**config.mk**
```make
export PLATFORM = sky130hd
export DESIGN_NAME = monotonic_table_hunt_search_unit
export DESIGN_NICKNAME = d
export VERILOG_FILES = /design/src/hdl/mths_pkg.sv /design/src/hdl/mths_table.sv /design/src/hdl/mths_seq.sv /design/src/hdl/monotonic_table_hunt_search_unit.sv
export SDC_FILE = /design/constraint.sdc
export NUM_CORES = 2
export LEC_CHECK = 0
export ABC_AREA = 1
export BUFFER_PORTS_ARGS = -buffer_cell sky130_fd_sc_hd__buf_4
export CORE_MARGIN = 8
export CORE_UTILIZATION = 53
export CTS_CLUSTER_SIZE = 30
export DETAILED_ROUTE_END_ITERATION = 16
export PLACE_DENSITY_LB_ADDON = 0.12
export SLEW_MARGIN = 40
export SYNTH_ARGS = -nofsm -noshare
export SYNTH_HDL_FRONTEND = slang
export SYNTH_SLANG_ARGS = --single-unit
```
**constraint.sdc**
```tcl
create_clock -name clk -period 11.1 [get_ports clk]
set_input_delay 2.775 -clock clk [delete_from_list [all_inputs] [get_ports clk]]
set_output_delay 2.775 -clock clk [all_outputs]
set_load 0.02 [all_outputs]
```
**src/hdl/mths_pkg.sv**
```systemverilog
// ----------------------------------------------------------------------------
// mths_pkg: shared types and constants for the monotonic table search
// Table geometry, field widths, transaction structs and sequencer states.
// ----------------------------------------------------------------------------
package mths_pkg;

  localparam int TABLE_DEPTH = 64;
  localparam int ADDR_W      = $clog2(TABLE_DEPTH);
  localparam int LEN_W       = 7;
  localparam int VAL_W       = 32;
  localparam int GUESS_W     = 8;
  localparam int BRACKET_W   = 7;
  // hunt indices reach -1 - 2*TABLE_DEPTH .. 3*TABLE_DEPTH; keep a sign bit
  localparam int IDX_W       = ADDR_W + 3;

  localparam logic [LEN_W-1:0] LEN_MIN   = LEN_W'(2);
  localparam logic [LEN_W-1:0] LEN_MAX   = LEN_W'(TABLE_DEPTH);
  localparam logic [LEN_W-1:0] LEN_RESET = LEN_W'(TABLE_DEPTH);

  localparam logic OP_WRITE  = 1'b0;
  localparam logic OP_SEARCH = 1'b1;

  typedef struct packed {
    logic                      operation;
    logic [ADDR_W-1:0]         entry_index;
    logic signed [VAL_W-1:0]   entry_value;
    logic signed [VAL_W-1:0]   search_key;
    logic signed [GUESS_W-1:0] start_guess;
  } in_item_t;

  typedef struct packed {
    logic signed [BRACKET_W-1:0] bracket_index;
    logic                        table_ascending;
  } out_item_t;

  typedef struct packed {
    logic              en;
    logic [ADDR_W-1:0] addr;
    logic [VAL_W-1:0]  data;
  } tbl_wr_t;

  typedef struct packed {
    logic              en;
    logic [ADDR_W-1:0] addr;
  } tbl_rd_t;

  typedef struct packed {
    logic                      start;
    logic signed [VAL_W-1:0]   key;
    logic signed [GUESS_W-1:0] guess;
    logic [LEN_W-1:0]          len;
  } seq_cmd_t;

  typedef struct packed {
    logic                        idle;
    logic                        done;
    logic signed [BRACKET_W-1:0] bracket;
    logic                        asc;
  } seq_stat_t;

  typedef enum logic [3:0] {
    S_IDLE,
    S_LAST,
    S_FIRST,
    S_ASC,
    S_HUNT0,
    S_HUNT_UP,
    S_HUNT_DN,
    S_BIS,
    S_BIS_CMP,
    S_DONE
  } state_t;

endpackage

```
**src/hdl/mths_table.sv**
```systemverilog
// ----------------------------------------------------------------------------
// mths_table: table storage
// Single-port write, single-port read memory with registered read data.
// ----------------------------------------------------------------------------
module mths_table (
  input  logic                        clk,
  input  mths_pkg::tbl_wr_t           wr,
  input  mths_pkg::tbl_rd_t           rd,
  output logic [mths_pkg::VAL_W-1:0]  rd_data_r
);

  logic [mths_pkg::VAL_W-1:0] mem [mths_pkg::TABLE_DEPTH];

  // write one entry per write transaction
  always_ff @(posedge clk) begin
    if (wr.en) begin
      mem[wr.addr] <= wr.data;
    end
  end

  // registered read, one entry per cycle
  always_ff @(posedge clk) begin
    if (rd.en) begin
      rd_data_r <= mem[rd.addr];
    end
  end

endmodule

```
**src/hdl/mths_seq.sv**
```systemverilog
// ----------------------------------------------------------------------------
// mths_seq: hunt and bisection sequencer
// Drives one table read and one key compare per cycle through the hunt and
// bisection phases, then applies the end-entry equality overrides.
// ----------------------------------------------------------------------------
module mths_seq (
  input  logic                        clk,
  input  logic                        rst_n,
  input  mths_pkg::seq_cmd_t          cmd,
  input  logic                        out_free,
  input  logic [mths_pkg::VAL_W-1:0]  rd_data,
  output mths_pkg::tbl_rd_t           rd,
  output mths_pkg::seq_stat_t         stat
);

  localparam int IDX_W  = mths_pkg::IDX_W;
  localparam int ADDR_W = mths_pkg::ADDR_W;

  mths_pkg::state_t state_r, state_nxt;

  logic signed [mths_pkg::VAL_W-1:0]   key_r, key_nxt;
  logic signed [mths_pkg::GUESS_W-1:0] guess_r, guess_nxt;
  logic [mths_pkg::LEN_W-1:0]          n_r, n_nxt;
  logic signed [mths_pkg::VAL_W-1:0]   last_r, last_nxt;
  logic signed [mths_pkg::VAL_W-1:0]   first_r, first_nxt;
  logic                                asc_r, asc_nxt;
  logic signed [IDX_W-1:0]             lo_r, lo_nxt;
  logic signed [IDX_W-1:0]             hi_r, hi_nxt;
  logic signed [IDX_W-1:0]             step_r, step_nxt;
  logic [ADDR_W-1:0]                   mid_r, mid_nxt;

  logic                    past_w;
  logic signed [IDX_W-1:0] n_s, guess_s, mid_s, step2_w;
  logic signed [IDX_W-1:0] hunt0_up_w, hunt0_dn_w, up_nxt_w, dn_nxt_w;
  logic signed [IDX_W-1:0] bl_w, bh_w, sum_w;
  logic                    wide_w, guess_ok_w;
  logic [ADDR_W-1:0]       mid_w;
  logic signed [IDX_W-1:0] res_w;

  // shared compare unit and index arithmetic
  always_comb begin
    past_w     = ($signed(key_r) >= $signed(rd_data)) == asc_r;
    n_s        = $signed({{(IDX_W-mths_pkg::LEN_W){1'b0}}, n_r});
    guess_s    = $signed({{(IDX_W-mths_pkg::GUESS_W){guess_r[mths_pkg::GUESS_W-1]}},
                          guess_r});
    mid_s      = $signed({{(IDX_W-ADDR_W){1'b0}}, mid_r});
    step2_w    = step_r <<< 1;
    hunt0_up_w = lo_r + IDX_W'(1);
    hunt0_dn_w = lo_r - IDX_W'(1);
    up_nxt_w   = hi_r + step2_w;
    dn_nxt_w   = lo_r - step2_w;
    guess_ok_w = (guess_s >= 0) && (guess_s < n_s);
    // bracket after this cycle's bisection compare
    if (state_r == mths_pkg::S_BIS_CMP) begin
      bl_w = past_w ? mid_s : lo_r;
      bh_w = past_w ? hi_r : mid_s;
    end else begin
      bl_w = lo_r;
      bh_w = hi_r;
    end
    wide_w = (bh_w - bl_w) > IDX_W'(1);
    sum_w  = bh_w + bl_w;
    mid_w  = sum_w[ADDR_W:1];
    // end-entry overrides; the first entry wins
    res_w = lo_r;
    if (key_r == last_r) begin
      res_w = n_s - IDX_W'(2);
    end
    if (key_r == first_r) begin
      res_w = '0;
    end
  end

  // next state
  always_comb begin
    state_nxt = state_r;
    unique case (state_r)
      mths_pkg::S_IDLE: begin
        if (cmd.start) state_nxt = mths_pkg::S_LAST;
      end
      mths_pkg::S_LAST:  state_nxt = mths_pkg::S_FIRST;
      mths_pkg::S_FIRST: state_nxt = mths_pkg::S_ASC;
      mths_pkg::S_ASC: begin
        state_nxt = guess_ok_w ? mths_pkg::S_HUNT0 : mths_pkg::S_BIS;
      end
      mths_pkg::S_HUNT0: begin
        if (past_w) begin
          state_nxt = (hunt0_up_w < n_s) ? mths_pkg::S_HUNT_UP : mths_pkg::S_BIS;
        end else begin
          state_nxt = (hunt0_dn_w >= 0) ? mths_pkg::S_HUNT_DN : mths_pkg::S_BIS;
        end
      end
      mths_pkg::S_HUNT_UP: begin
        state_nxt = (past_w && (up_nxt_w < n_s)) ? mths_pkg::S_HUNT_UP
                                                 : mths_pkg::S_BIS;
      end
      mths_pkg::S_HUNT_DN: begin
        state_nxt = (!past_w && (dn_nxt_w >= 0)) ? mths_pkg::S_HUNT_DN
                                                 : mths_pkg::S_BIS;
      end
      mths_pkg::S_BIS, mths_pkg::S_BIS_CMP: begin
        state_nxt = wide_w ? mths_pkg::S_BIS_CMP : mths_pkg::S_DONE;
      end
      mths_pkg::S_DONE: begin
        if (out_free) state_nxt = mths_pkg::S_IDLE;
      end
      default: state_nxt = mths_pkg::S_IDLE;
    endcase
  end

  // datapath updates and table reads
  always_comb begin
    key_nxt   = key_r;
    guess_nxt = guess_r;
    n_nxt     = n_r;
    last_nxt  = last_r;
    first_nxt = first_r;
    asc_nxt   = asc_r;
    lo_nxt    = lo_r;
    hi_nxt    = hi_r;
    step_nxt  = step_r;
    mid_nxt   = mid_r;
    rd.en     = 1'b0;
    rd.addr   = '0;
    unique case (state_r)
      mths_pkg::S_IDLE: begin
        if (cmd.start) begin
          key_nxt   = cmd.key;
          guess_nxt = cmd.guess;
          n_nxt     = cmd.len;
        end
      end
      mths_pkg::S_LAST: begin
        rd.en   = 1'b1;
        rd.addr = ADDR_W'(n_r - mths_pkg::LEN_W'(1));
      end
      mths_pkg::S_FIRST: begin
        rd.en    = 1'b1;
        rd.addr  = '0;
        last_nxt = rd_data;
      end
      mths_pkg::S_ASC: begin
        first_nxt = rd_data;
        asc_nxt   = last_r >= $signed(rd_data);
        if (guess_ok_w) begin
          lo_nxt  = guess_s;
          rd.en   = 1'b1;
          rd.addr = guess_s[ADDR_W-1:0];
        end else begin
          lo_nxt = -IDX_W'(1);
          hi_nxt = n_s;
        end
      end
      mths_pkg::S_HUNT0: begin
        step_nxt = IDX_W'(1);
        if (past_w) begin
          hi_nxt = hunt0_up_w;
          if (hunt0_up_w < n_s) begin
            rd.en   = 1'b1;
            rd.addr = hunt0_up_w[ADDR_W-1:0];
          end
        end else begin
          hi_nxt = lo_r;
          lo_nxt = hunt0_dn_w;
          if (hunt0_dn_w >= 0) begin
            rd.en   = 1'b1;
            rd.addr = hunt0_dn_w[ADDR_W-1:0];
          end
        end
      end
      mths_pkg::S_HUNT_UP: begin
        if (past_w) begin
          lo_nxt   = hi_r;
          step_nxt = step2_w;
          if (up_nxt_w < n_s) begin
            hi_nxt  = up_nxt_w;
            rd.en   = 1'b1;
            rd.addr = up_nxt_w[ADDR_W-1:0];
          end else begin
            hi_nxt = n_s;
          end
        end
      end
      mths_pkg::S_HUNT_DN: begin
        if (!past_w) begin
          hi_nxt   = lo_r;
          step_nxt = step2_w;
          if (dn_nxt_w >= 0) begin
            lo_nxt  = dn_nxt_w;
            rd.en   = 1'b1;
            rd.addr = dn_nxt_w[ADDR_W-1:0];
          end else begin
            lo_nxt = -IDX_W'(1);
          end
        end
      end
      mths_pkg::S_BIS, mths_pkg::S_BIS_CMP: begin
        lo_nxt = bl_w;
        hi_nxt = bh_w;
        if (wide_w) begin
          mid_nxt = mid_w;
          rd.en   = 1'b1;
          rd.addr = mid_w;
        end
      end
      mths_pkg::S_DONE: begin
      end
      default: begin
      end
    endcase
  end

  // status toward the top level
  always_comb begin
    stat.idle    = (state_r == mths_pkg::S_IDLE);
    stat.done    = (state_r == mths_pkg::S_DONE);
    stat.bracket = res_w[mths_pkg::BRACKET_W-1:0];
    stat.asc     = asc_r;
  end

  // state register
  always_ff @(posedge clk) begin
    if (!rst_n) begin
      state_r <= mths_pkg::S_IDLE;
    end else begin
      state_r <= state_nxt;
    end
  end

  // working registers
  always_ff @(posedge clk) begin
    key_r   <= key_nxt;
    guess_r <= guess_nxt;
    n_r     <= n_nxt;
    last_r  <= last_nxt;
    first_r <= first_nxt;
    asc_r   <= asc_nxt;
    lo_r    <= lo_nxt;
    hi_r    <= hi_nxt;
    step_r  <= step_nxt;
    mid_r   <= mid_nxt;
  end

  // every table read stays within the active length
  a_rd_in_range: assert property (@(posedge clk) disable iff (!rst_n)
    rd.en |-> ({1'b0, rd.addr} < n_r))
    else $error("table read beyond active length");

  // the pending bisection point lies strictly inside the bracket
  a_mid_inside: assert property (@(posedge clk) disable iff (!rst_n)
    (state_r == mths_pkg::S_BIS_CMP) |-> ((lo_r < mid_s) && (mid_s < hi_r)))
    else $error("bisection point outside bracket");

  // the bracket is never empty when bisection starts
  a_bracket_open: assert property (@(posedge clk) disable iff (!rst_n)
    (state_r == mths_pkg::S_BIS) |-> (hi_r > lo_r))
    else $error("empty bracket at bisection start");

  // the returned index lies in -1 .. length-1
  a_result_range: assert property (@(posedge clk) disable iff (!rst_n)
    stat.done |-> ((res_w >= -IDX_W'(1)) && (res_w < n_s)))
    else $error("bracket index out of range");

endmodule

```
**src/hdl/monotonic_table_hunt_search_unit.sv**
```systemverilog
// Timing: a write takes effect at its accepting edge; a search result loads
//   after the setup reads, the hunting and bisecting compares, the bisection
//   entry and the result state.
// Throughput: one write per cycle while the sequencer is idle; a search holds
//   the input until its result loads, which waits on a stalled result register.
// Reset: clears control state and sets table_length to 64; table undefined.
// ----------------------------------------------------------------------------
// monotonic_table_hunt_search_unit: hunt and bisection table search
// Stores a monotonic table and returns the lower bracket index of a key.
// ----------------------------------------------------------------------------
module monotonic_table_hunt_search_unit (
  input  logic                            clk,
  input  logic                            rst_n,
  input  logic                            in_valid,
  output logic                            in_stall,
  input  mths_pkg::in_item_t              in_data,
  output logic                            out_valid,
  input  logic                            out_stall,
  output mths_pkg::out_item_t             out_data,
  input  logic                            cfg_wr_en,
  input  logic [mths_pkg::LEN_W-1:0]      cfg_wr_data
);

  logic [mths_pkg::LEN_W-1:0] len_r;
  logic [mths_pkg::LEN_W-1:0] eff_len;
  logic                       in_accept;
  logic                       out_free;
  logic                       out_valid_r;
  mths_pkg::out_item_t        out_data_r;
  mths_pkg::tbl_wr_t          tbl_wr;
  mths_pkg::tbl_rd_t          tbl_rd;
  logic [mths_pkg::VAL_W-1:0] tbl_rd_data;
  mths_pkg::seq_cmd_t         cmd;
  mths_pkg::seq_stat_t        stat;

  // length register
  always_ff @(posedge clk) begin
    if (!rst_n) begin
      len_r <= mths_pkg::LEN_RESET;
    end else if (cfg_wr_en) begin
      len_r <= cfg_wr_data;
    end
  end

  // saturate length into the usable range
  always_comb begin
    if (len_r < mths_pkg::LEN_MIN) begin
      eff_len = mths_pkg::LEN_MIN;
    end else if (len_r > mths_pkg::LEN_MAX) begin
      eff_len = mths_pkg::LEN_MAX;
    end else begin
      eff_len = len_r;
    end
  end

  // input transaction: write goes to the table, search starts the sequencer
  always_comb begin
    in_stall     = !stat.idle;
    in_accept    = in_valid && !in_stall;
    tbl_wr.en    = in_accept && (in_data.operation == mths_pkg::OP_WRITE);
    tbl_wr.addr  = in_data.entry_index;
    tbl_wr.data  = in_data.entry_value;
    cmd.start    = in_accept && (in_data.operation == mths_pkg::OP_SEARCH);
    cmd.key      = in_data.search_key;
    cmd.guess    = in_data.start_guess;
    cmd.len      = eff_len;
  end

  mths_table u_table (
    .clk       (clk),
    .wr        (tbl_wr),
    .rd        (tbl_rd),
    .rd_data_r (tbl_rd_data)
  );

  mths_seq u_seq (
    .clk      (clk),
    .rst_n    (rst_n),
    .cmd      (cmd),
    .out_free (out_free),
    .rd_data  (tbl_rd_data),
    .rd       (tbl_rd),
    .stat     (stat)
  );

  // output register: load a finished result when the slot is free
  assign out_free = !out_valid_r || !out_stall;

  always_ff @(posedge clk) begin
    if (!rst_n) begin
      out_valid_r <= 1'b0;
    end else if (out_free) begin
      out_valid_r <= stat.done;
    end
  end

  always_ff @(posedge clk) begin
    if (out_free && stat.done) begin
      out_data_r.bracket_index   <= stat.bracket;
      out_data_r.table_ascending <= stat.asc;
    end
  end

  assign out_valid = out_valid_r;
  assign out_data  = out_data_r;

endmodule
```
==> impl_metrics.csv <==
group,metric,value,unit
status,status,"completed",
grt,antenna_found_initial,11,
clocking,numCtsBuffers,230,
timing,min_period,9070,ps
timing,final.period_utilization,81.71,%
final_layout,fin_util,58.79,%
critical_path,cp.required,11620,ps
pwr,power_frac_seq,40.9,%
timing,rsz0062_at_grt,"no",
critical_path,critPathCaptureType,"register",
placement,placed_cells,11570,
timing,fin_ws,2030,ps
clocking,ctsHoldBuffers,0,
critical_path,cp_data_arrival_time,9590,ps
timing,fin_tns_setup,0,ps
yosys,synth_top_family_by_area,"simple AND/OR/NAND/NOR gates",
yosys,syn_inst,9346,
critical_path,worstReg2RegStart,"u_table.rd_data_r[27]",
placement,place_ws,2287,ps
critical_path,r2r-end,"u_table.rd_data_r[13]",
timing,tightestPinTransition,931.8,ps
yosys,yosysTopAreaCellShare,65.63,%
yosys,synth_compound_area_share,1.283,%
clocking,cts_resized,0,
timing,hold_ws,480.9,ps
pwr,p_int,15.75,mW
grt,grt_first_pass_wirelength,451.0,mm
critical_path,crit_end,"u_table.rd_data_r[13]",
final_layout,stdcell_area,112900,sq um
detailed_routing,drt_iter0_drc,8745,
detailed_routing,num_vias,70790,
die,rows,161,
detailed_routing,viasPerCell,5.903,
yosys,avgSynthCellArea,10.93,sq um
timing,fmaxAchievable,0.1103,GHz
yosys,synth_area_leaders,"edfxtp_1, nand3_1, inv_1, nand2_1, nand3b_1",
detailed_routing,wirelength,309.4,mm
pwr,combPwrFrac,28.2,%
final_layout,fillCellCount,15730,
pwr,switchingPower,8.460,mW
timing,finalMaxSlewViolations,0,
yosys,synthAdderAreaFrac,1.492,%
critical_path,critPathSlowestCell,"edfxtp_1",
critical_path,slowest_delay,680,ps
placement,portBuffers,100,
timing,setup_viol,0,
critical_path,cp-start-kind,"register",
pwr,power.total,24.21,mW
clocking,clk_pin_slew,60,ps
final_layout,fin_nets,9491,
critical_path,cp_common_cell,"nand3_1",
timing,slew_headroom,37.40,%
die,die_area,207000,sq um
pwr,swShare,34.95,%
min_path,holdCritPathClass,"reg -> reg",
yosys,synth-seq-cells,2244,
final_layout,syn_to_final_growth,10.52,%
yosys,synthFlopType,"edfxtp_1",
yosys,synth_commonest_cells,"edfxtp_1, nand3_1, inv_1, nand2_1, nand3b_1",
grt,grt_max_degree,161,
grt,grt_overflow,0,
timing,skew,40.49,ps
yosys,yosys.area_share.simple,22.35,%
yosys,synth_fp_nets,9557,
critical_path,critPathKind,"reg -> reg",
final_layout,drive_gt1_share,7.220,%
yosys,synthMuxAreaShare,0,%
critical_path,rrSetupSlack,2030,ps
clocking,cts_sinks,2244,
die,coreArea,192000,sq um
clocking,cts_tree,"yes",
timing,timing_hold_violations_final,0,
clocking,clock_latency,870,ps
placement,placed_cell_area,105600,sq um
yosys,netlist_area,102100,sq um
yosys,synth_edf_count,2232,
pwr,ir_drop,0.1932,mV
yosys,yosysUniqueCellTypes,54,
yosys,synth_most_common_cell,"edfxtp_1",
detailed_routing,wl_per_cell,25.80,um
die,die_h,454.9,um
die,die_w,454.9,um
yosys,async_flop_share,0,%
detailed_routing,ant_nets,0,
pwr,power.density,214.5,nW/um^2
critical_path,r2r_cells,34,
detailed_routing,post-route-drc-count,0,
clocking,clock_path_buffers,3,
yosys,yosys_warnings,0,
die,start_util,53.19,%
yosys,synth_largest_area_cell,"edfxtp_1",
pwr,clkPwrFrac,30.9,%
grt,track_usage,29.24,%
grt,grt_pass1_vias,67230,
clocking,cts_root_buf,"clkbuf_16",
clocking,cts-htree-levels,4,
final_layout,stdcell_count,11990,
critical_path,setup.worst_path.start,"u_table.rd_data_r[27]",
yosys,synth-seq-area-share,65.87,%
clocking,post-cts-setup-buffers,0,
run,maxCapViolations,0,
pwr,p_leak,43.81,nW
placement,routabilityCongestion,0.9151,
critical_path,critical_path.max_fanout,120,
die,pin_count,101,
detailed_routing,drt_pass1_iterations,6,
yosys,synth-xor-area-share,0.7290,%
placement,post-dp-hpwl,163.0,mm
worst min-delay path by stage:
stage                           from                 to  depth (start not counted)
3_3_place_gp   u_table.rd_data_r[31]   u_seq.last_r[31]                          0
5_1_grt        u_table.rd_data_r[15]  u_seq.first_r[15]                          0
2_1_floorplan  u_table.rd_data_r[10]  u_seq.first_r[10]                          0
6_report                    len_r[2]           len_r[2]                          2
3_5_place_dp   u_table.rd_data_r[31]  u_seq.first_r[31]                          0
4_1_cts        u_table.rd_data_r[31]  u_seq.first_r[31]                          0
flip-flops by register name (all words and copies together), names as in the netlist, 6 cells and up:
name and count:
u_seq.lo_r 9, u_seq.first_r 32, u_table.mem 2048, len_r 7
u_seq.last_r 32, u_seq.key_r 32, out_data 8, u_seq.step_r 8
u_seq.guess_r 8, u_seq.n_r 7, u_seq.mid_r 6, u_seq.hi_r 9
u_table.rd_data_r 32
power groups by stage:
stage                     clock (mW)  sequential (mW)  combinational (mW)
after detailed placement           0             10.1                6.74
after CTS                       7.57             9.88                6.76
final                           7.48             9.89                6.83
after floorplan                    0             9.92                4.26
after global routing            7.87             9.90                7.37
after global placement             0             10.1                6.66
cell usage in the layout (no fill, tap or decap), types with 6 or more instances in the layout:
master,instances
a21oi_1,74
buf_12,29
buf_16,8
buf_4,214
bufinv_16,16
clkbuf_1,47
clkbuf_16,235
clkinv_1,59
clkinv_2,38
dfxtp_1,12
diode_2,6
edfxtp_1,2232
ha_1,117
inv_1,1528
inv_6,6
nand2_1,1435
nand2_2,6
nand3_1,2208
nand3_2,15
nand3b_1,682
nand4_1,27
nor2_1,94
nor2_4,66
nor3_1,15
nor4_1,14
o2111ai_1,12
o211ai_1,9
o21ai_0,63
o22ai_1,7
or2_2,16
xnor2_1,30
xor2_1,55
logic make-up (layout without fill, tap and decap cells):
family | Yosys count | in the layout
flops | 2244 | 2244
xor+xnor | 85 | 85
compound gates | 218 | 218
fa+ha+maj | 120 | 120
buf+inv | 2086 | 2200
other cells | 0 | 6
simple gates | 4593 | 4593
worst max-delay path: cells and delay by family (launching register included):
family                   cells  cell delay, ps
AND/OR/NAND/NOR             19            2930
adder cells (fa/ha/maj)      2             720
AO/OA/AOI/OAI                7            1700
buffers and inverters        5            2130
flip-flops                   1             680
XOR/XNOR                     1             100
per-layer routing:
layer  GRT usage [%]  routed length (um)  share of wire [%]
met2           46.95              143600                 46
met1           40.08              124600                 40
met4           11.34               12650                4.1
met5               0                  13             0.0042
met3           5.052               28570                9.2
area by class of cell:
type,count,area [sq um],share of cell area [%]
multi-input cells,5016,27030,23.95
flip-flops and latches,2244,67260,59.60
clock inverters,128,1066,0.9446
well taps,2526,3161,2.800
diodes,6,15.01,0.01330
inverters,1533,5787,5.127
repair buffers,255,2452,2.173
clock buffers,284,6085,5.391
No activity file was read; power rests on OpenSTA's default activity.
